**src/hw/rtl/bcdsr_pkg.sv**
```systemverilog
// Shared types and constants for the BCD shift-register display driver.
// No dependencies; imported by every module of the block.
`default_nettype none

package bcdsr_pkg;

    localparam int DIGIT_COUNT = 4;
    localparam int MAX_FRAMES  = 4;
    localparam int FRAME_COUNT = (DIGIT_COUNT < 1) ? 1 :
                                 ((DIGIT_COUNT > MAX_FRAMES) ? MAX_FRAMES : DIGIT_COUNT);

    localparam int VALUE_W   = 16;
    localparam int NIBBLE_W  = 4;
    localparam int BCD_W     = NIBBLE_W * MAX_FRAMES;
    localparam int POS_W     = 2;
    localparam int BIT_W     = 3;
    localparam int STEP_W    = 4;
    localparam int QDEPTH    = 2;
    localparam int QPTR_W    = 1;
    localparam int QCNT_W    = 2;

    localparam logic [POS_W-1:0]  LAST_DIGIT = POS_W'(FRAME_COUNT - 1);
    localparam logic [BIT_W-1:0]  LAST_BIT   = 3'd7;
    localparam logic [STEP_W-1:0] LAST_STEP  = STEP_W'(VALUE_W - 1);
    localparam logic [QCNT_W-1:0] QCNT_FULL  = QCNT_W'(QDEPTH);

    typedef logic [BCD_W-1:0] bcd_word_t;

    typedef struct packed {
        logic full;
        logic empty;
    } q_status_t;

    function automatic bcd_word_t bcd_adjust(input bcd_word_t w);
        bcd_word_t r;
        r = w;
        for (int d = 0; d < MAX_FRAMES; d++)
        begin
            if (w[d*NIBBLE_W +: NIBBLE_W] >= 4'd5)
            begin
                r[d*NIBBLE_W +: NIBBLE_W] = w[d*NIBBLE_W +: NIBBLE_W] + 4'd3;
            end
        end
        return r;
    endfunction

endpackage

`default_nettype wire

```
**src/hw/rtl/bcdsr_front.sv**
```systemverilog
// Front end: accepts a request and converts the binary value to four BCD digits.
// One shift-and-adjust step per cycle; depends on bcdsr_pkg.
`default_nettype none

module bcdsr_front
    import bcdsr_pkg::*;
(
    input  wire logic               clk,
    input  wire logic               rst_n,
    input  wire logic               in_valid,
    output logic                    in_stall,
    input  wire logic [VALUE_W-1:0] value,
    input  wire q_status_t          q_status,
    output logic                    push,
    output bcd_word_t               push_data
);

    logic               busy_reg, busy_next;
    logic               done_reg, done_next;
    logic [STEP_W-1:0]  step_reg, step_next;
    logic [VALUE_W-1:0] bin_reg, bin_next;
    bcd_word_t          bcd_reg, bcd_next;
    bcd_word_t          adj;

    assign in_stall  = busy_reg | done_reg;
    assign push      = done_reg & ~q_status.full;
    assign push_data = bcd_reg;
    assign adj       = bcd_adjust(bcd_reg);

    always_comb
    begin
        busy_next = busy_reg;
        done_next = done_reg;
        step_next = step_reg;
        bin_next  = bin_reg;
        bcd_next  = bcd_reg;
        if (in_valid && !in_stall)
        begin
            busy_next = 1'b1;
            step_next = '0;
            bin_next  = value;
            bcd_next  = '0;
        end
        else if (busy_reg)
        begin
            bcd_next  = {adj[BCD_W-2:0], bin_reg[VALUE_W-1]};
            bin_next  = {bin_reg[VALUE_W-2:0], 1'b0};
            step_next = step_reg + 1'b1;
            if (step_reg == LAST_STEP)
            begin
                busy_next = 1'b0;
                done_next = 1'b1;
            end
        end
        else if (push)
        begin
            done_next = 1'b0;
        end
    end

    always_ff @(posedge clk or negedge rst_n)
    begin
        if (!rst_n)
        begin
            busy_reg <= 1'b0;
            done_reg <= 1'b0;
            step_reg <= '0;
        end
        else
        begin
            busy_reg <= busy_next;
            done_reg <= done_next;
            step_reg <= step_next;
        end
    end

    always_ff @(posedge clk)
    begin
        bin_reg <= bin_next;
        bcd_reg <= bcd_next;
    end

endmodule

`default_nettype wire

```
**src/hw/rtl/bcdsr_queue.sv**
```systemverilog
// Two-entry queue of converted BCD words between front and back end.
// Depends on bcdsr_pkg.
`default_nettype none

module bcdsr_queue
    import bcdsr_pkg::*;
(
    input  wire logic      clk,
    input  wire logic      rst_n,
    input  wire logic      push,
    input  wire bcd_word_t push_data,
    input  wire logic      pop,
    output bcd_word_t      head,
    output q_status_t      q_status
);

    bcd_word_t         mem [QDEPTH];
    logic [QPTR_W-1:0] wptr_reg, wptr_next;
    logic [QPTR_W-1:0] rptr_reg, rptr_next;
    logic [QCNT_W-1:0] count_reg, count_next;

    assign head           = mem[rptr_reg];
    assign q_status.full  = (count_reg == QCNT_FULL);
    assign q_status.empty = (count_reg == '0);

    always_comb
    begin
        wptr_next  = push ? wptr_reg + 1'b1 : wptr_reg;
        rptr_next  = pop ? rptr_reg + 1'b1 : rptr_reg;
        count_next = count_reg + QCNT_W'(push) - QCNT_W'(pop);
    end

    always_ff @(posedge clk or negedge rst_n)
    begin
        if (!rst_n)
        begin
            wptr_reg  <= '0;
            rptr_reg  <= '0;
            count_reg <= '0;
        end
        else
        begin
            wptr_reg  <= wptr_next;
            rptr_reg  <= rptr_next;
            count_reg <= count_next;
        end
    end

    always_ff @(posedge clk)
    begin
        if (push)
        begin
            mem[wptr_reg] <= push_data;
        end
    end

endmodule

`default_nettype wire

```
**src/hw/rtl/bcdsr_back.sv**
```systemverilog
// Back end: serializes one BCD word as 8-bit frames, ones digit first.
// Output fields are decoded combinationally from registers; depends on bcdsr_pkg.
`default_nettype none

module bcdsr_back
    import bcdsr_pkg::*;
(
    input  wire logic        clk,
    input  wire logic        rst_n,
    input  wire q_status_t   q_status,
    input  wire bcd_word_t   head,
    output logic             pop,
    output logic             out_valid,
    input  wire logic        out_stall,
    output logic             serial_bit,
    output logic [POS_W-1:0] digit_position,
    output logic [BIT_W-1:0] bit_index,
    output logic             latch_after,
    output logic             last
);

    logic             active_reg, active_next;
    bcd_word_t        word_reg, word_next;
    logic [POS_W-1:0] pos_reg, pos_next;
    logic [BIT_W-1:0] bit_reg, bit_next;
    logic [NIBBLE_W-1:0] digit;
    logic             advance;

    assign digit          = word_reg[pos_reg*NIBBLE_W +: NIBBLE_W];
    assign out_valid      = active_reg;
    assign digit_position = pos_reg;
    assign bit_index      = bit_reg;
    assign latch_after    = (bit_reg == LAST_BIT);
    assign last           = latch_after && (pos_reg == LAST_DIGIT);
    assign serial_bit     = bit_reg[2] ? (bit_reg[1:0] == pos_reg)
                                       : digit[2'd3 - bit_reg[1:0]];
    assign advance        = active_reg & ~out_stall;
    assign pop            = ~q_status.empty & (~active_reg | (advance & last));

    always_comb
    begin
        active_next = active_reg;
        word_next   = word_reg;
        pos_next    = pos_reg;
        bit_next    = bit_reg;
        priority if (pop)
        begin
            active_next = 1'b1;
            word_next   = head;
            pos_next    = '0;
            bit_next    = '0;
        end
        else if (advance)
        begin
            if (last)
            begin
                active_next = 1'b0;
            end
            else if (latch_after)
            begin
                pos_next = pos_reg + 1'b1;
                bit_next = '0;
            end
            else
            begin
                bit_next = bit_reg + 1'b1;
            end
        end
    end

    always_ff @(posedge clk or negedge rst_n)
    begin
        if (!rst_n)
        begin
            active_reg <= 1'b0;
            pos_reg    <= '0;
            bit_reg    <= '0;
        end
        else
        begin
            active_reg <= active_next;
            pos_reg    <= pos_next;
            bit_reg    <= bit_next;
        end
    end

    always_ff @(posedge clk)
    begin
        word_reg <= word_next;
    end

endmodule

`default_nettype wire

```
**src/hw/rtl/bcd_shift_register_display_driver.sv**
```systemverilog
// Top level of the BCD shift-register display driver.
// Instantiates bcdsr_front, bcdsr_queue and bcdsr_back; depends on bcdsr_pkg.
//
// Each request carries a 16-bit value and yields 32 result beats: four 8-bit
// frames (ones, tens, hundreds, thousands), one frame bit per beat, BCD digit
// MSB first in bits 0-3 and a one-hot digit select in bits 4-7. The serializer
// moves one bit per cycle unless out_stall holds it, and it sets the sustained
// rate. The binary-to-BCD conversion overlaps the serialization of the previous
// request through a two-entry queue, so back-to-back requests stream with no gap
// on the output. The first result appears once the converted word has been
// pushed into the queue and loaded into the serializer registers.
`default_nettype none

module bcd_shift_register_display_driver
    import bcdsr_pkg::*;
(
    input  wire logic               clk,
    input  wire logic               rst_n,
    input  wire logic               in_valid,
    output logic                    in_stall,
    input  wire logic [VALUE_W-1:0] value,
    output logic                    out_valid,
    input  wire logic               out_stall,
    output logic                    serial_bit,
    output logic [POS_W-1:0]        digit_position,
    output logic [BIT_W-1:0]        bit_index,
    output logic                    latch_after,
    output logic                    last
);

    q_status_t q_status;
    logic      push;
    logic      pop;
    bcd_word_t push_data;
    bcd_word_t head;

    bcdsr_front u_front (
        .clk       (clk),
        .rst_n     (rst_n),
        .in_valid  (in_valid),
        .in_stall  (in_stall),
        .value     (value),
        .q_status  (q_status),
        .push      (push),
        .push_data (push_data)
    );

    bcdsr_queue u_queue (
        .clk       (clk),
        .rst_n     (rst_n),
        .push      (push),
        .push_data (push_data),
        .pop       (pop),
        .head      (head),
        .q_status  (q_status)
    );

    bcdsr_back u_back (
        .clk            (clk),
        .rst_n          (rst_n),
        .q_status       (q_status),
        .head           (head),
        .pop            (pop),
        .out_valid      (out_valid),
        .out_stall      (out_stall),
        .serial_bit     (serial_bit),
        .digit_position (digit_position),
        .bit_index      (bit_index),
        .latch_after    (latch_after),
        .last           (last)
    );

endmodule

`default_nettype wire

```
**config.mk**
```make
export PLATFORM = sky130hd
export DESIGN_NAME = bcd_shift_register_display_driver
export DESIGN_NICKNAME = d
export VERILOG_FILES = /design/src/hw/rtl/bcdsr_pkg.sv /design/src/hw/rtl/bcdsr_front.sv /design/src/hw/rtl/bcdsr_queue.sv /design/src/hw/rtl/bcdsr_back.sv /design/src/hw/rtl/bcd_shift_register_display_driver.sv
export SDC_FILE = /design/constraint.sdc
export NUM_CORES = 1
export LEC_CHECK = 0
export ABC_AREA = 1
export BUFFER_PORTS_ARGS = -buffer_cell sky130_fd_sc_hd__buf_2
export CAP_MARGIN = 20
export CELL_PAD_IN_SITES_DETAIL_PLACEMENT = 1
export CELL_PAD_IN_SITES_GLOBAL_PLACEMENT = 1
export CORE_ASPECT_RATIO = 1.1
export CORE_UTILIZATION = 47
export DETAILED_ROUTE_END_ITERATION = 8
export HOLD_SLACK_MARGIN = 0.08
export PLACE_DENSITY = 0.77
export SYNTH_ARGS = -nofsm -noshare
export SYNTH_HDL_FRONTEND = slang
export SYNTH_SLANG_ARGS = --single-unit
```
**constraint.sdc**
```tcl
create_clock -name clk -period 3.1 [get_ports clk]
set_input_delay 0.155 -clock clk [delete_from_list [all_inputs] [get_ports clk]]
set_output_delay 0.155 -clock clk [all_outputs]
set_load 0.01 [all_outputs]
```
# After elaboration in Yosys (flattened, before gate mapping)
# Memories as Yosys holds them, arrays and structs flattened. A register that Yosys moved wholly into a read port is not among the register bits.
# Index checks and enable logic that the tools add are counted.
dict set report totals {
  reg_bits 48
  ram_bits 32
  in_bits 20
  output_inout_bits 10
  wordCells 91
  mem_count 1
}
# name words word_bits read_ports rd_ports_with_merged_regs write_ports line_no
set memory_table {}
lappend memory_table {u_queue.mem 2 16 1 1 1 bcdsr_queue.sv:17} ;# bcd_word_t mem [QDEPTH];
dict set report op_classes {
  addsub 12
  order_cmp 5
  eq_ne 7
  n_shift 1
  n_mux 30
  bitwise 11
  reduce_logical 13
}
# cell count
set op_table {}
lappend op_table {{$mux W16} 2}
lappend op_table {{$mux W4} 5}
lappend op_table {{$ge A4 B3 Y1 const B} 4}
lappend op_table {{$shiftx A16 B5 Y4} 1}
lappend op_table {{$mux W3} 5}
lappend op_table {{$mux W1} 13}
lappend op_table {{$add A4 B2 Y4 const B} 3}
lappend op_table {{$reduce_bool A2 Y1} 5}
lappend op_table {{$mux W2} 4}
lappend op_table {{$reduce_and A3 Y1} 2}
lappend op_table {{$not A1 Y1} 5}
lappend op_table {{$add A4 B1 Y4 const B} 1}
lappend op_table {{$and A1 B1 Y1} 4}
lappend op_table {{$eq A2 B2 Y1 const B} 2}
lappend op_table {{$eq A4 B4 Y1 const B} 1}
lappend op_table {{$ne A2 B2 Y1 const B} 2}
lappend op_table {{$reduce_and A2 Y1} 2}
lappend op_table {{$add A3 B1 Y3 const B} 1}
lappend op_table {{$add A3 B2 Y3 const B} 1}
lappend op_table {{$eq A3 B3 Y1 const B} 1}
lappend op_table {{$lt A2 B3 Y1 const B} 1}
lappend op_table {{$add A1 B1 Y1 const B} 2}
lappend op_table {{$add A2 B1 Y2} 1}
lappend op_table {{$add A2 B1 Y2 const B} 1}
lappend op_table {{other kinds (8)} 10}

# Depth between registers and ports, before layout
# Gate-level depths: netlist of run 1.
dict set report logic_depth {
  ltp_word 7
  mapped_depth 10
  mapped_depth_nobuf 10
}

# Hierarchy
# A second synthesis of run 1 with hierarchy kept.
dict set report hier_totals {
  hier_cells 456
  hier_area_um2 4451.8
}
# module instances cells_per_inst area_per_inst_um2 seq_area_each_um2
set by_module_without_submodules {}
lappend by_module_without_submodules {bcdsr_front 1 239 1938.1 950.9}
lappend by_module_without_submodules {bcdsr_queue 1 109 1483.9 1061.0}
lappend by_module_without_submodules {bcdsr_back 1 108 1029.7 630.6}

# Worst setup path after synthesis of run 1
# OpenSTA, ideal clock, no wires.
dict set report synth_path {
  path_type {register to register}
  startpoint {register u_back.bit_reg[0] (netlist: u_back.bit_index[0])}
  endpoint {register u_queue.count_reg[1]}
  setup_time_ns 0.123
  arrival_time_ns 2.211
  required_ns 2.977
  slack_ns 0.767
  path_stages_with_launch 11
  path_buffers 0
  synth_period_minus_slack_ns 2.333
  path_cell_list {dfrtp_1 > ha_1 > ha_1 > nand2_2 > o21ai_2 > o21ai_2 > inv_1 > ha_1 > inv_1 > ha_1 > xnor2_1}
}
dict set report synth_via {
  elab_chain_len 6
}
# item line_no
set synth_lines {}
lappend synth_lines {{from (decl)} bcdsr_back.sv:25} ;# logic [BIT_W-1:0] bit_reg, bit_next;
lappend synth_lines {{from (signal assigned)} bcdsr_back.sv:83} ;# bit_reg <= bit_next;
lappend synth_lines {{$eq A3 B3 Y1} bcdsr_back.sv:33} ;# assign latch_after = (bit_reg == LAST_BIT);
lappend synth_lines {{net latch_after} bcd_shift_register_display_driver.sv:27} ;# output logic latch_after,
lappend synth_lines {{$logic_and A1 B1 Y1} bcdsr_back.sv:34} ;# assign last = latch_after && (pos_reg == LAST_DIGIT);
lappend synth_lines {{$and A1 B1 Y1} bcdsr_back.sv:38} ;# assign pop = ~q_status.empty & (~active_reg | (advance & last));
lappend synth_lines {{$or A1 B1 Y1} bcdsr_back.sv:38}
lappend synth_lines {{$and A1 B1 Y1} bcdsr_back.sv:38}
lappend synth_lines {{net pop} bcd_shift_register_display_driver.sv:33} ;# logic pop;
lappend synth_lines {{$sub A2 B1 Y2} bcdsr_queue.sv:30} ;# count_next = count_reg + QCNT_W'(push) - QCNT_W'(pop);
lappend synth_lines {{net u_queue.count_next[1]} bcdsr_queue.sv:20} ;# logic [QCNT_W-1:0] count_reg, count_next;
lappend synth_lines {{to (signal assigned)} bcdsr_queue.sv:45} ;# count_reg <= count_next;
lappend synth_lines {{to (decl)} bcdsr_queue.sv:20}
# The timed path passes the listed nets, and every way through them passes these cells.
# A chain may end at the register's enable or synchronous reset.

# Worst setup path in the final report of run 1
dict set report layout_path {
  startpoint {register u_front.busy_reg}
  endpoint {register u_front.bin_reg[10], enable pin}
}
dict set report layout_via {
  elab_chain_len 4
}
# item line_no
set layout_lines {}
lappend layout_lines {{from (decl)} bcdsr_front.sv:18} ;# logic busy_reg, busy_next;
lappend layout_lines {{from (signal assigned)} bcdsr_front.sv:71} ;# busy_reg <= busy_next;
lappend layout_lines {{$or A1 B1 Y1} bcdsr_front.sv:25} ;# assign in_stall = busy_reg | done_reg;
lappend layout_lines {{$logic_not A1 Y1} bcdsr_front.sv:37} ;# if (in_valid && !in_stall)
lappend layout_lines {{$logic_and A1 B1 Y1} bcdsr_front.sv:37}
lappend layout_lines {{$reduce_bool A2 Y1 (no line) (*)} n/a}
lappend layout_lines {{to (signal assigned)} bcdsr_front.sv:79} ;# bin_reg <= bin_next;
lappend layout_lines {{to (decl)} bcdsr_front.sv:21} ;# logic [VALUE_W-1:0] bin_reg, bin_next;
# Every way passes the cells marked *; elsewhere a longest branch is shown, timed or not.

==> qor.txt, run 1 <==
CP top delay family - simple AND/OR/NAND/NOR gates
highest-delay cell along the critical path - dfrtp_1
Post-Synth XOR/XNOR Area - 0.0208
Via density - 5.03
clk root buf - clkbuf_8
maximum VDD drop - 0.446 mV
Vias - 2935
share of post-route cells with drive strength above 1 - 0.123
# Post-CTS Setup Buffers - 0
Clock Sinks - 96
CTS tree - done
DRT Pass-1 Iters - 4
final setup skew - 0.0113 ns
chip width - 92.2 um
cell area after layout - 4840 um^2
Post-Synth Simple-Gate Area - 0.173
number of global-route vias before repair - 3219
Synth Register Bits - 96
clk_lat worst skew - 0.36 ns
Max Buffers Root-to-Sink - 2
Total Die Area - 9330 um^2
H-tree levels - 3
Final nets - 502
Max Slew Vio Count - 0
Unique masters post-synth - 30
register area share after synthesis - 0.629
TritonCTS buffer count - 9
Clock transition at path regs - 0.10 ns
PortBufs - 29
row cnt - 35
initial antenna violation count - 0
DRT Wirelength - 8.33 mm
Post-Synth Adder-Cell Area - 0.0417
combinational family with the most area after synthesis - simple AND/OR/NAND/NOR gates
Iteration-0 DRC Markers - 130
fin crit period - 2.33 ns
Die Ht - 101 um
initial core utilization - 0.492
crit-path max cell delay - 0.64 ns
pin count of the biggest net entering global routing - 25
status - finished clean
post-synthesis compound-gate area fraction - 0.0702
syn avg cell area - 10.1 um^2
Core Area - 8540 um^2
GR Util All Layers - 0.205
Cell Area, Synth - 4200 um^2
I/O pin cnt - 30
post-synthesis net count - 452
Worst Hold Class - input port to register
unrepaired setup endpoints after global routing - no
setup TNS - 0 ns
grt ovf - 0
first-pass GRT wire length - 14.7 mm
final setup fails - 0
Area Overhead vs Synth - 15.0%
Worst-Margin Slew - 0.665 ns
post-route ant nets - 0
power per standard cell area - 960 nW/um^2
maximum clock frequency - 430 MHz
n_diodes - 0
MaxCap Viol Count - 0
mux cell area share after synthesis - 0
Leak Pwr - 2.19 nW
gp weighted congestion - 0.751
Post-Synthesis Cells - 418
Crit path buffers/inverters - 2
Top reg by flops - u_queue.mem
routed len/inst - 14.3 um
Crit Path Category - register to register
Startpoint Class - register
Placed Area - 4450 um^2
post-CTS resize count - 0
crit-path cells - nor2_1, nand2_2, inv_4, nor2_4, inv_2
worst path arrival time - 2.35 ns
max FFs per register - 32
Worst EP required - 3.12 ns
fin crit share - 0.751
Hold Buf Count CTS - 17
crit path max fanout - 24
Hold Vio Cnt, Final - 0
CP endpoint kind - register
drt drc - 0
Slew HR - 0.557
Ys Warns - 0
Post-DP HPWL - 5.78 mm
-- power breakdown --
group	total, mW	leakage (nW)	internal (mW)	switching (mW)
Sequential	2.26	0.932	1.92	0.337
Clock	0.899	0.108	0.456	0.443
Combinational	1.48	1.15	0.549	0.936
-- routing by layer --
layer,vias up,global-route usage,share of wire
li1,1456,-,-
met1,1425,0.234,0.42
met2,40,0.384,0.54
met3,14,0.0398,0.022
met4,0,0.0733,0.019
met5,-,0,0
-- worst min-delay path, cell delays in order --
cell	delay, ns
buf_2	0.08
inv_1	0.03
nor2_1	0.08
-- cells in the mapped netlist --
cell type | n | share of area
clkbuf_1 | 1 | 0.00089
o21ai_1 | 3 | 0.0036
nor2_4 | 1 | 0.0027
a41oi_1 | 1 | 0.0021
o21ai_0 | 26 | 0.031
a21oi_1 | 17 | 0.020
xor2_1 | 7 | 0.015
o21ai_4 | 1 | 0.0039
edfxtp_1 | 64 | 0.46
inv_2 | 1 | 0.00089
or2_4 | 1 | 0.0021
inv_1 | 50 | 0.045
o21ai_2 | 2 | 0.0042
buf_4 | 4 | 0.0071
nand3_1 | 22 | 0.026
nor2_1 | 7 | 0.0063
nand2_2 | 2 | 0.0030
o211ai_1 | 1 | 0.0018
o2111ai_1 | 1 | 0.0021
inv_4 | 2 | 0.0030
nand2_1 | 145 | 0.13
o22ai_1 | 1 | 0.0015
dfxtp_1 | 16 | 0.076
buf_2 | 5 | 0.0060
xnor2_1 | 3 | 0.0063
buf_6 | 1 | 0.0027
dfrtp_1 | 16 | 0.095
nand4_1 | 2 | 0.0030
clkinv_1 | 1 | 0.00089
ha_1 | 14 | 0.042
-- cell usage in the layout (no fill, tap or decap), drive strengths merged --
cell type / n
a21oi: 17
a41oi: 1
buf: 33
bufinv: 2
clkbuf: 9
clkinv: 3
clkinvlp: 1
dfrtp: 16
dfxtp: 16
dlygate4sd3: 17
edfxtp: 64
ha: 14
inv: 55
nand2: 147
nand3: 22
nand4: 2
nor2: 8
o2111ai: 1
o211ai: 1
o21ai: 32
o22ai: 1
or2: 1
xnor2: 3
xor2: 7
-- through the flow --
stage                     power (mW)   util  hold WS (ns)  worst slack [ns]  instances
after detailed placement        3.76  0.521         0.106             0.770        551
final                           4.64  0.566        0.0952             0.773        584
after global placement          3.65  0.521        0.0977             0.889        551
after floorplan                 3.30      -        -0.141             0.767        418
after global routing            5.04  0.566         0.140             0.573        584
after CTS                       4.69  0.566        0.0854             0.764        584
-- path summary, 6_finish.rpt --
kind	startpoint	to	slack, ns	cells past startpoint
worst min register to register	u_front.push_data[7]	u_queue.mem[0][7]	0.50	0
worst max-delay path	u_front.busy_reg	u_front.bin_reg[10]	0.77	5
worst min-delay path	value[0]	u_front.bin_reg[0]	0.1	3
min in group asynchronous	rst_n	u_queue.wptr_reg	0.24	2
worst max register to register	u_front.busy_reg	u_front.bin_reg[10]	0.77	5
max in group asynchronous	rst_n	u_front.step_reg[0]	2.57	2
-- layout make-up --
class / instances / area [um^2]
clock buffers: 9 / 124
clock inverters: 7 / 93.8
fillers: 964 / 3700
inverters: 54 / 208
multi-input cells: 257 / 1280
flip-flops and latches: 96 / 2640
well taps: 111 / 139
repair buffers: 50 / 345
-- kinds of logic (layout without fill, tap and decap cells) --
kind of cell               count (synthesis)  after routing
AOI/OAI and AO/OA                         53             53
xor gates and xnor gates                  10             10
adders and majority gates                 14             14
buffers and inverters                     65            120
DFF                                       96             96
and+or+nand+nor                          180            180
Note: power is estimated with default switching activity, not from simulation.
==> run 2, diff against run 1 <==
--- a/config.mk
+++ b/config.mk
@@ -5,13 +5,13 @@
 export SDC_FILE = /design/constraint.sdc
 export NUM_CORES = 1
 export LEC_CHECK = 0
-export ABC_AREA = 1
+export ABC_AREA = 0
 export BUFFER_PORTS_ARGS = -buffer_cell sky130_fd_sc_hd__buf_2
 export CAP_MARGIN = 20
 export CELL_PAD_IN_SITES_DETAIL_PLACEMENT = 1
 export CELL_PAD_IN_SITES_GLOBAL_PLACEMENT = 1
 export CORE_ASPECT_RATIO = 1.1
-export CORE_UTILIZATION = 47
+export CORE_UTILIZATION = 49
 export DETAILED_ROUTE_END_ITERATION = 8
 export HOLD_SLACK_MARGIN = 0.08
 export PLACE_DENSITY = 0.77
==> constraint.sdc (replaced) <==
create_clock -name clk -period 2.4 [get_ports clk]
set_input_delay 0.12 -clock clk [delete_from_list [all_inputs] [get_ports clk]]
set_output_delay 0.12 -clock clk [all_outputs]
set_load 0.01 [all_outputs]
==> run 2 against run 1 <==
Sequential cell count stayed put. Total power is 24% higher. Synthesized cell count is 22% lower. Die area is 6.0% lower. Clock skew is 0.0037 ns higher. Routed wire length is 5.8% lower. Sequential power is 24% higher. Combinational power is 26% higher. Maximum frequency is 7.1% higher. Cell count is 15% lower. Non-clock buffer count is 6 higher. Setup slack worse by 0.55 ns. Highest routed layer unchanged.
==> qor.txt, run 2 <==
status - finished clean (unchanged)
Synth top area share - 0.467 (was 0.457)
fraction of registers with async set or reset after synthesis - 0.167 (unchanged)
unrepaired setup endpoints after global routing - no (unchanged)
register area share after synthesis - 0.642 (was 0.629)
cell area after layout - 4800 um^2 (was 4840 um^2)
share of post-route cells with drive strength above 1 - 0.183 (was 0.123)
Seq pwr share - 0.485 (was 0.486)
crit path max fanout - 8 (was 24)
final setup skew - 0.0150 ns (was 0.0113 ns)
TritonCTS buffer count - 9 (unchanged)
power per standard cell area - 1200 nW/um^2 (was 960 nW/um^2)
post-synthesis net count - 362 (was 452)
Post-Synth XOR/XNOR Area - 0.0319 (was 0.0208)
CTS tree - done (unchanged)
Ys Warns - 0 (unchanged)
largest area contributor in the synthesized netlist - edfxtp_1 (unchanged)
PortBufs - 29 (unchanged)
routed len/inst - 15.8 um (was 14.3 um)
Post-DP HPWL - 5.15 mm (was 5.78 mm)
mux cell area share after synthesis - 0.0991 (was 0)
clk_lat worst skew - 0.37 ns (was 0.36 ns)
commonest non-fill, non-tap cell in the layout - nand2_1 (unchanged)
most common library cells after synthesis - 68 x nand2_1, 64 x edfxtp_1, 23 x nor2_1 (was 145 x nand2_1, 64 x edfxtp_1, 50 x inv_1)
Die Ht - 98.1 um (was 101 um)
clk root buf - clkbuf_8 (unchanged)
GR Util All Layers - 0.206 (was 0.205)
Crit Path Category - register to register (unchanged)
worst path arrival time - 2.47 ns (was 2.35 ns)
Max Slew Vio Count - 0 (unchanged)
Post-Synthesis Cells - 328 (was 418)
grt ovf - 0 (unchanged)
crit-path max cell delay - 0.48 ns (was 0.64 ns)
H-tree levels - 3 (unchanged)
DRT Wirelength - 7.85 mm (was 8.33 mm)
n_diodes - 0 (unchanged)
combinational family with the most area after synthesis - simple AND/OR/NAND/NOR gates (unchanged)
clock power share - 0.193 (was 0.194)
Worst-Margin Slew - 0.773 ns (was 0.665 ns)
maximum clock frequency - 460 MHz (was 430 MHz)
Power, Total - 5.78 mW (was 4.64 mW)
setup TNS - 0 ns (unchanged)
Hold Buf Count CTS - 19 (was 17)
post-synthesis compound-gate area fraction - 0.0426 (was 0.0702)
Total Die Area - 8770 um^2 (was 9330 um^2)
pin count of the biggest net entering global routing - 32 (was 25)
worst reg2reg setup slack - 0.23 ns (was 0.77 ns)
MaxCap Viol Count - 0 (unchanged)
Power Internal - 3.74 mW (was 2.92 mW)
initial antenna violation count - 0 (unchanged)
Slew HR - 0.485 (was 0.557)
number of synthesized flops with an enable pin - 64 (unchanged)
Startpoint Class - register (unchanged)
Post-Synth Adder-Cell Area - 0.0426 (was 0.0417)
Reg2Reg Capture Point - u_queue.count_reg[1] (was u_front.bin_reg[10])
Synth Register Bits - 96 (unchanged)
reg2reg path depth - 10 (was 5)
top_reg_cell synth - edfxtp_1 (unchanged)
initial core utilization - 0.512 (was 0.492)
Cell Area, Synth - 4120 um^2 (was 4200 um^2)
largest cells by area after synthesis - edfxtp_1 47%, dfrtp_1 9.7%, dfxtp_1 7.8%, nand2_1 6.2%, mux2_2 4.4% (was edfxtp_1 46%, nand2_1 13%, dfrtp_1 9.5%, dfxtp_1 7.6%, inv_1 4.5%)
max FFs per register - 32 (unchanged)
CP endpoint kind - register (unchanged)
Vias - 2591 (was 2935)
Worst Hold Class - input port to asynchronous set/reset pin (was input port to register)
Top reg by flops - u_queue.mem (unchanged)
Gate power share - 0.322 (was 0.320)
crit-path cells - ha_1, ha_1, nand2_1, o21ai_0, o21a_1, ha_1, inv_1, ha_1, xnor2_1, xnor2_1 (was nor2_1, nand2_2, inv_4, nor2_4, inv_2)
drt drc - 0 (unchanged)
Psw - 2.03 mW (was 1.72 mW)
Via density - 5.22 (was 5.03)
Unique masters post-synth - 34 (was 30)
top-count cell post-synth - nand2_1 (unchanged)
Area Overhead vs Synth - 16.6% (was 15.0%)
chip width - 89.4 um (was 92.2 um)
post-CTS resize count - 0 (unchanged)
Final nets - 417 (was 502)
Worst EP required - 2.70 ns (was 3.12 ns)
maximum VDD drop - 0.514 mV (was 0.446 mV)
commonest cells after routing, fill and taps aside - 68 x nand2_1, 64 x edfxtp_1, 29 x buf_2 (was 145 x nand2_1, 64 x edfxtp_1, 50 x inv_1)
DRT Pass-1 Iters - 4 (unchanged)
fin crit period - 2.17 ns (was 2.33 ns)
fin crit share - 0.906 (was 0.751)
Hold Vio Cnt, Final - 0 (unchanged)
Max Buffers Root-to-Sink - 2 (unchanged)
syn avg cell area - 12.5 um^2 (was 10.1 um^2)
post-route ant nets - 0 (unchanged)
Core Area - 8040 um^2 (was 8540 um^2)
# Post-CTS Setup Buffers - 0 (unchanged)
gp weighted congestion - 0.735 (was 0.751)
Sw Share - 0.352 (was 0.370)
first-pass GRT wire length - 13.3 mm (was 14.7 mm)
Post-Synth Simple-Gate Area - 0.114 (was 0.173)
number of global-route vias before repair - 2813 (was 3219)
Iteration-0 DRC Markers - 108 (was 130)
highest-delay cell along the critical path - dfrtp_1 (unchanged)
Worst R2R Start - u_back.bit_index[0] (was u_front.busy_reg)
row cnt - 34 (was 35)
Clock transition at path regs - 0.10 ns (about the same)
final setup fails - 0 (unchanged)
Leak Pwr - 2.00 nW (was 2.19 nW)
I/O pin cnt - 30 (unchanged)
Clock Sinks - 96 (unchanged)
Placed Area - 4400 um^2 (was 4450 um^2)
Top cell by count, worst path - ha_1
run 2: changes by cell type after synthesis, sizes merged, moves of 5 or more:
cell    change
inv        -38
nand2b      +5
mux2       +16
nand3      -16
o21ai      -23
nand2      -79
nor2       +15
xnor2       +7
mux2i      +13
run 2: how the worst max path moves through the flow:
| stage | startpoint | endpoint | cells past startpoint |
|---|---|---|---|
| 2_1_floorplan | u_back.bit_index[0] | u_queue.count_reg[1] | 11 |
| 3_3_place_gp | u_back.bit_index[0] | u_queue.count_reg[1] | 10 |
| 3_5_place_dp | u_back.bit_index[0] | u_queue.count_reg[1] | 10 |
| 4_1_cts | u_back.bit_index[0] | u_queue.count_reg[1] | 10 |
| 5_1_grt | u_back.digit_position[0] | serial_bit | 7 |
| 6_report | u_back.bit_index[0] | u_queue.count_reg[1] | 10 |
run 2: kinds of logic (layout without fill, tap and decap cells):
logic type / Yosys count / after routing
AND/OR/NAND/NOR: 112 / 112
flip-flops: 96 / 96
multiplexers: 33 / 33
AO/OA/AOI/OAI: 31 / 31
buffers and inverters: 27 / 87
XOR/XNOR: 15 / 15
adder cells (fa/ha/maj): 14 / 14
run 2: through the flow:
step                hold WS, ns  std cells  setup slack, ns  utilization
floorplan                -0.176        328           0.0797            -
global placement         0.0479        461            0.323        0.547
detailed placement       0.0604        461            0.221        0.547
CTS                       0.182        496            0.194        0.597
global route              0.219        496           0.0559        0.597
finish                    0.190        496            0.227        0.597
run 2: critical path: cells and delay by family, from the launching register on:
| kind | cells | cell delay, ns |
|---|---|---|
| compound gates | 2 | 0.43 |
| xor+xnor | 2 | 0.26 |
| fa+ha+maj | 4 | 0.79 |
| buf+inv | 1 | 0.05 |
| flops | 1 | 0.48 |
| simple gates | 1 | 0.10 |
run 2: power by group through the flow:
| stage | Combinational [mW] | Sequential [mW] | Clock [mW] |
|---|---|---|---|
| floorplan | 1.40 | 2.72 | 0 |
| global placement | 1.72 | 2.79 | 0 |
| detailed placement | 1.84 | 2.84 | 0 |
| CTS | 1.89 | 2.81 | 1.15 |
| global route | 2.15 | 2.87 | 1.20 |
| finish | 1.86 | 2.80 | 1.12 |
run 2: per-layer routing:
| metal | wire [um] | GRT usage | up-vias |
|---|---|---|---|
| li1 | - | - | 1247 |
| met1 | 3380 | 0.248 | 1297 |
| met2 | 4150 | 0.358 | 38 |
| met3 | 207 | 0.0448 | 9 |
| met4 | 114 | 0.0733 | 0 |
| met5 | 0 | 0 | - |
run 2: cell type report:
cell class	count	area, um^2
multi-input combinational	205	1360
sequential	96	2640
timing repair buffer	56	395
inverter	15	56.3
clock inverter	7	85.1
fill	812	3240
clock buffer	9	124
tap	108	135
==> run 3, diff against run 2 <==
--- a/config.mk
+++ b/config.mk
@@ -11,10 +11,10 @@
 export CELL_PAD_IN_SITES_DETAIL_PLACEMENT = 1
 export CELL_PAD_IN_SITES_GLOBAL_PLACEMENT = 1
 export CORE_ASPECT_RATIO = 1.1
-export CORE_UTILIZATION = 49
+export CORE_UTILIZATION = 52
 export DETAILED_ROUTE_END_ITERATION = 8
 export HOLD_SLACK_MARGIN = 0.08
-export PLACE_DENSITY = 0.77
+export PLACE_DENSITY = 0.81
 export SYNTH_ARGS = -nofsm -noshare
 export SYNTH_HDL_FRONTEND = slang
 export SYNTH_SLANG_ARGS = --single-unit
==> constraint.sdc (replaced) <==
create_clock -name clk -period 2.57 [get_ports clk]
set_input_delay 0.1285 -clock clk [delete_from_list [all_inputs] [get_ports clk]]
set_output_delay 0.1285 -clock clk [all_outputs]
set_load 0.01 [all_outputs]
==> run 3 against run 2 <==
Non-clock buffer count fell by 4. Critical path depth did not move. Global-route usage rose by 0.47 points. Sequential power decreased by 6%. Clock skew is 0.0019 ns lower. Maximum frequency down 1.5%. Sequential share of layout area rose by 0.74 points. Cell count shrank 1.4%. First-iteration DRC count shrank 44%. Worst hold slack worse by 0.093 ns. Sequential cell count is the same. Highest routed layer unchanged.
==> qor.txt, run 3 (synthesized netlist as in run 2, its figures left out) <==
clk_lat worst skew - 0.36 ns (was 0.37 ns)
Post-DP HPWL - 5.32 mm (was 5.15 mm)
M3 GR Usage - 0.0407 (was 0.0448)
Reg2Reg Capture Point - u_queue.count_reg[1] (unchanged)
Startpoint Class - register (unchanged)
pin count of the biggest net entering global routing - 32 (unchanged)
Hold Buf Count CTS - 17 (was 19)
row cnt - 33 (was 34)
Die Ht - 95.3 um (was 98.1 um)
GR Util All Layers - 0.210 (was 0.206)
initial antenna violation count - 0 (unchanged)
maximum clock frequency - 453 MHz (was 460 MHz)
WHS Path Cells - 2
busiest layer in global routing - met2 (unchanged)
DRT Wirelength - 7.91 mm (was 7.85 mm)
Hold Vio Cnt, Final - 0 (unchanged)
CTS tree - done (unchanged)
number of global-route vias before repair - 2621 (was 2813)
Area Overhead vs Synth - 15.0% (was 16.6%)
I/O pin cnt - 30 (unchanged)
Via density - 5.22 (about the same)
fin crit share - 0.859 (was 0.906)
Slew HR - 0.504 (was 0.485)
unrepaired setup endpoints after global routing - no (unchanged)
final setup skew - 0.0131 ns (was 0.0150 ns)
first-pass GRT wire length - 12.6 mm (was 13.3 mm)
met2 Use GR - 0.404 (was 0.358)
Clock transition at path regs - 0.10 ns (about the same)
Worst R2R Start - u_back.bit_index[0] (unchanged)
commonest cells after routing, fill and taps aside - 68 x nand2_1, 64 x edfxtp_1, 29 x buf_2 (unchanged)
Clock Sinks - 96 (unchanged)
n_diodes - 0 (unchanged)
# Post-CTS Setup Buffers - 0 (unchanged)
grt ovf - 0 (unchanged)
worst reg2reg setup slack - 0.36 ns (was 0.23 ns)
Vias - 2553 (was 2591)
Max Slew Vio Count - 0 (unchanged)
initial core utilization - 0.545 (was 0.512)
fin crit period - 2.21 ns (was 2.17 ns)
worst path arrival time - 2.50 ns (was 2.47 ns)
setup TNS - 0 ns (unchanged)
H-tree levels - 3 (unchanged)
MaxCap Viol Count - 0 (unchanged)
Crit Path Category - register to register (unchanged)
post-CTS resize count - 0 (unchanged)
reg2reg path depth - 10 (unchanged)
Top reg by flops - u_queue.mem (unchanged)
power per standard cell area - 1120 nW/um^2 (was 1200 nW/um^2)
Worst-Margin Slew - 0.744 ns (was 0.773 ns)
Core Util, Final - 0.626 (was 0.597)
DRT Pass-1 Iters - 4 (unchanged)
share of post-route cells with drive strength above 1 - 0.180 (was 0.183)
final setup fails - 0 (unchanged)
CP endpoint kind - register (unchanged)
hold path start - in_valid
Final nets - 413 (was 417)
PortBufs - 29 (unchanged)
post-route ant nets - 0 (unchanged)
drt drc - 0 (unchanged)
Max Buffers Root-to-Sink - 2 (unchanged)
commonest non-fill, non-tap cell in the layout - nand2_1 (unchanged)
gp weighted congestion - 0.739 (was 0.735)
maximum VDD drop - 0.480 mV (was 0.514 mV)
WHS Endpoint - u_front.bin_reg[0]
Core Area - 7560 um^2 (was 8040 um^2)
Worst EP required - 2.86 ns (was 2.70 ns)
chip width - 86.8 um (was 89.4 um)
max FFs per register - 32 (unchanged)
routed len/inst - 16.2 um (was 15.8 um)
M1 GR Usage - 0.226 (was 0.248)
status - finished clean (unchanged)
TritonCTS buffer count - 9 (unchanged)
crit path max fanout - 8 (unchanged)
clk root buf - clkbuf_8 (unchanged)
Worst Hold Class - input port to register (was input port to asynchronous set/reset pin)
Iteration-0 DRC Markers - 60 (was 108)
Total Die Area - 8270 um^2 (was 8770 um^2)
Leak Pwr - 1.97 nW (was 2.00 nW)
-- run 3: changes by cell type in the layout (fill, tap and decap cells not counted), sizes merged --
| cell | change |
|---|---|
| bufinv | -1 |
| clkinvlp | -2 |
| buf | -2 |
| dlygate4sd3 | -2 |
| clkinv | +2 |
| inv | +1 |
-- run 3: how the worst max path moves through the flow --
stage                                   start                    to
after global placement    u_back.bit_index[0]  u_queue.count_reg[1]
final                     u_back.bit_index[0]  u_queue.count_reg[1]
after global routing      u_back.bit_index[0]  u_queue.count_reg[1]
after floorplan           u_back.bit_index[0]  u_queue.count_reg[1]
after CTS                 u_back.bit_index[0]  u_queue.count_reg[1]
after detailed placement  u_back.bit_index[0]  u_queue.count_reg[1]
-- run 3: worst max-delay path, stage by stage, from the launching register on --
cell and delay (ns):
dfrtp_1 0.48, ha_1 0.19, ha_1 0.20, nand2_1 0.10, o21ai_0 0.26, o21a_1 0.21
ha_1 0.23, inv_1 0.05, ha_1 0.15, xnor2_1 0.13, xnor2_1 0.14
-- run 3: layout make-up --
class | instances | area, um^2
Fill cell | 772 | 2820
Sequential cell | 96 | 2640
Multi-Input combinational cell | 205 | 1360
Timing Repair Buffer | 52 | 360
Tap cell | 105 | 131
Clock buffer | 9 | 124
Clock inverter | 7 | 60.1
Inverter | 15 | 56.3
-- run 3: power breakdown --
part / leakage (nW) / total [mW] / switching [mW] / internal (mW)
logic: 0.945 / 1.71 / 0.937 / 0.775
registers: 0.929 / 2.64 / 0.407 / 2.24
clock network: 0.0969 / 0.934 / 0.561 / 0.373
total: 1.97 / 5.29 / 1.91 / 3.38
-- run 3: per-layer routing --
layer | vias to the layer above | share of wire
met4 | 0 | 0.015
met5 | - | 0
met3 | 8 | 0.029
met2 | 51 | 0.54
met1 | 1251 | 0.41
li1 | 1243 | -
-- run 3: metrics by stage --
| step | worst slack, ns | total power [mW] | area [um^2] | instances | hold slack (ns) |
|---|---|---|---|---|---|
| after global placement | 0.494 | 4.19 | 4380 | 456 | 0.0593 |
| after CTS | 0.333 | 5.33 | 4730 | 489 | 0.0816 |
| final | 0.363 | 5.29 | 4730 | 489 | 0.0976 |
| after global routing | 0.157 | 5.66 | 4730 | 489 | 0.0933 |
| after floorplan | 0.128 | 3.84 | 4120 | 328 | -0.167 |
| after detailed placement | 0.355 | 4.36 | 4380 | 456 | 0.0630 |
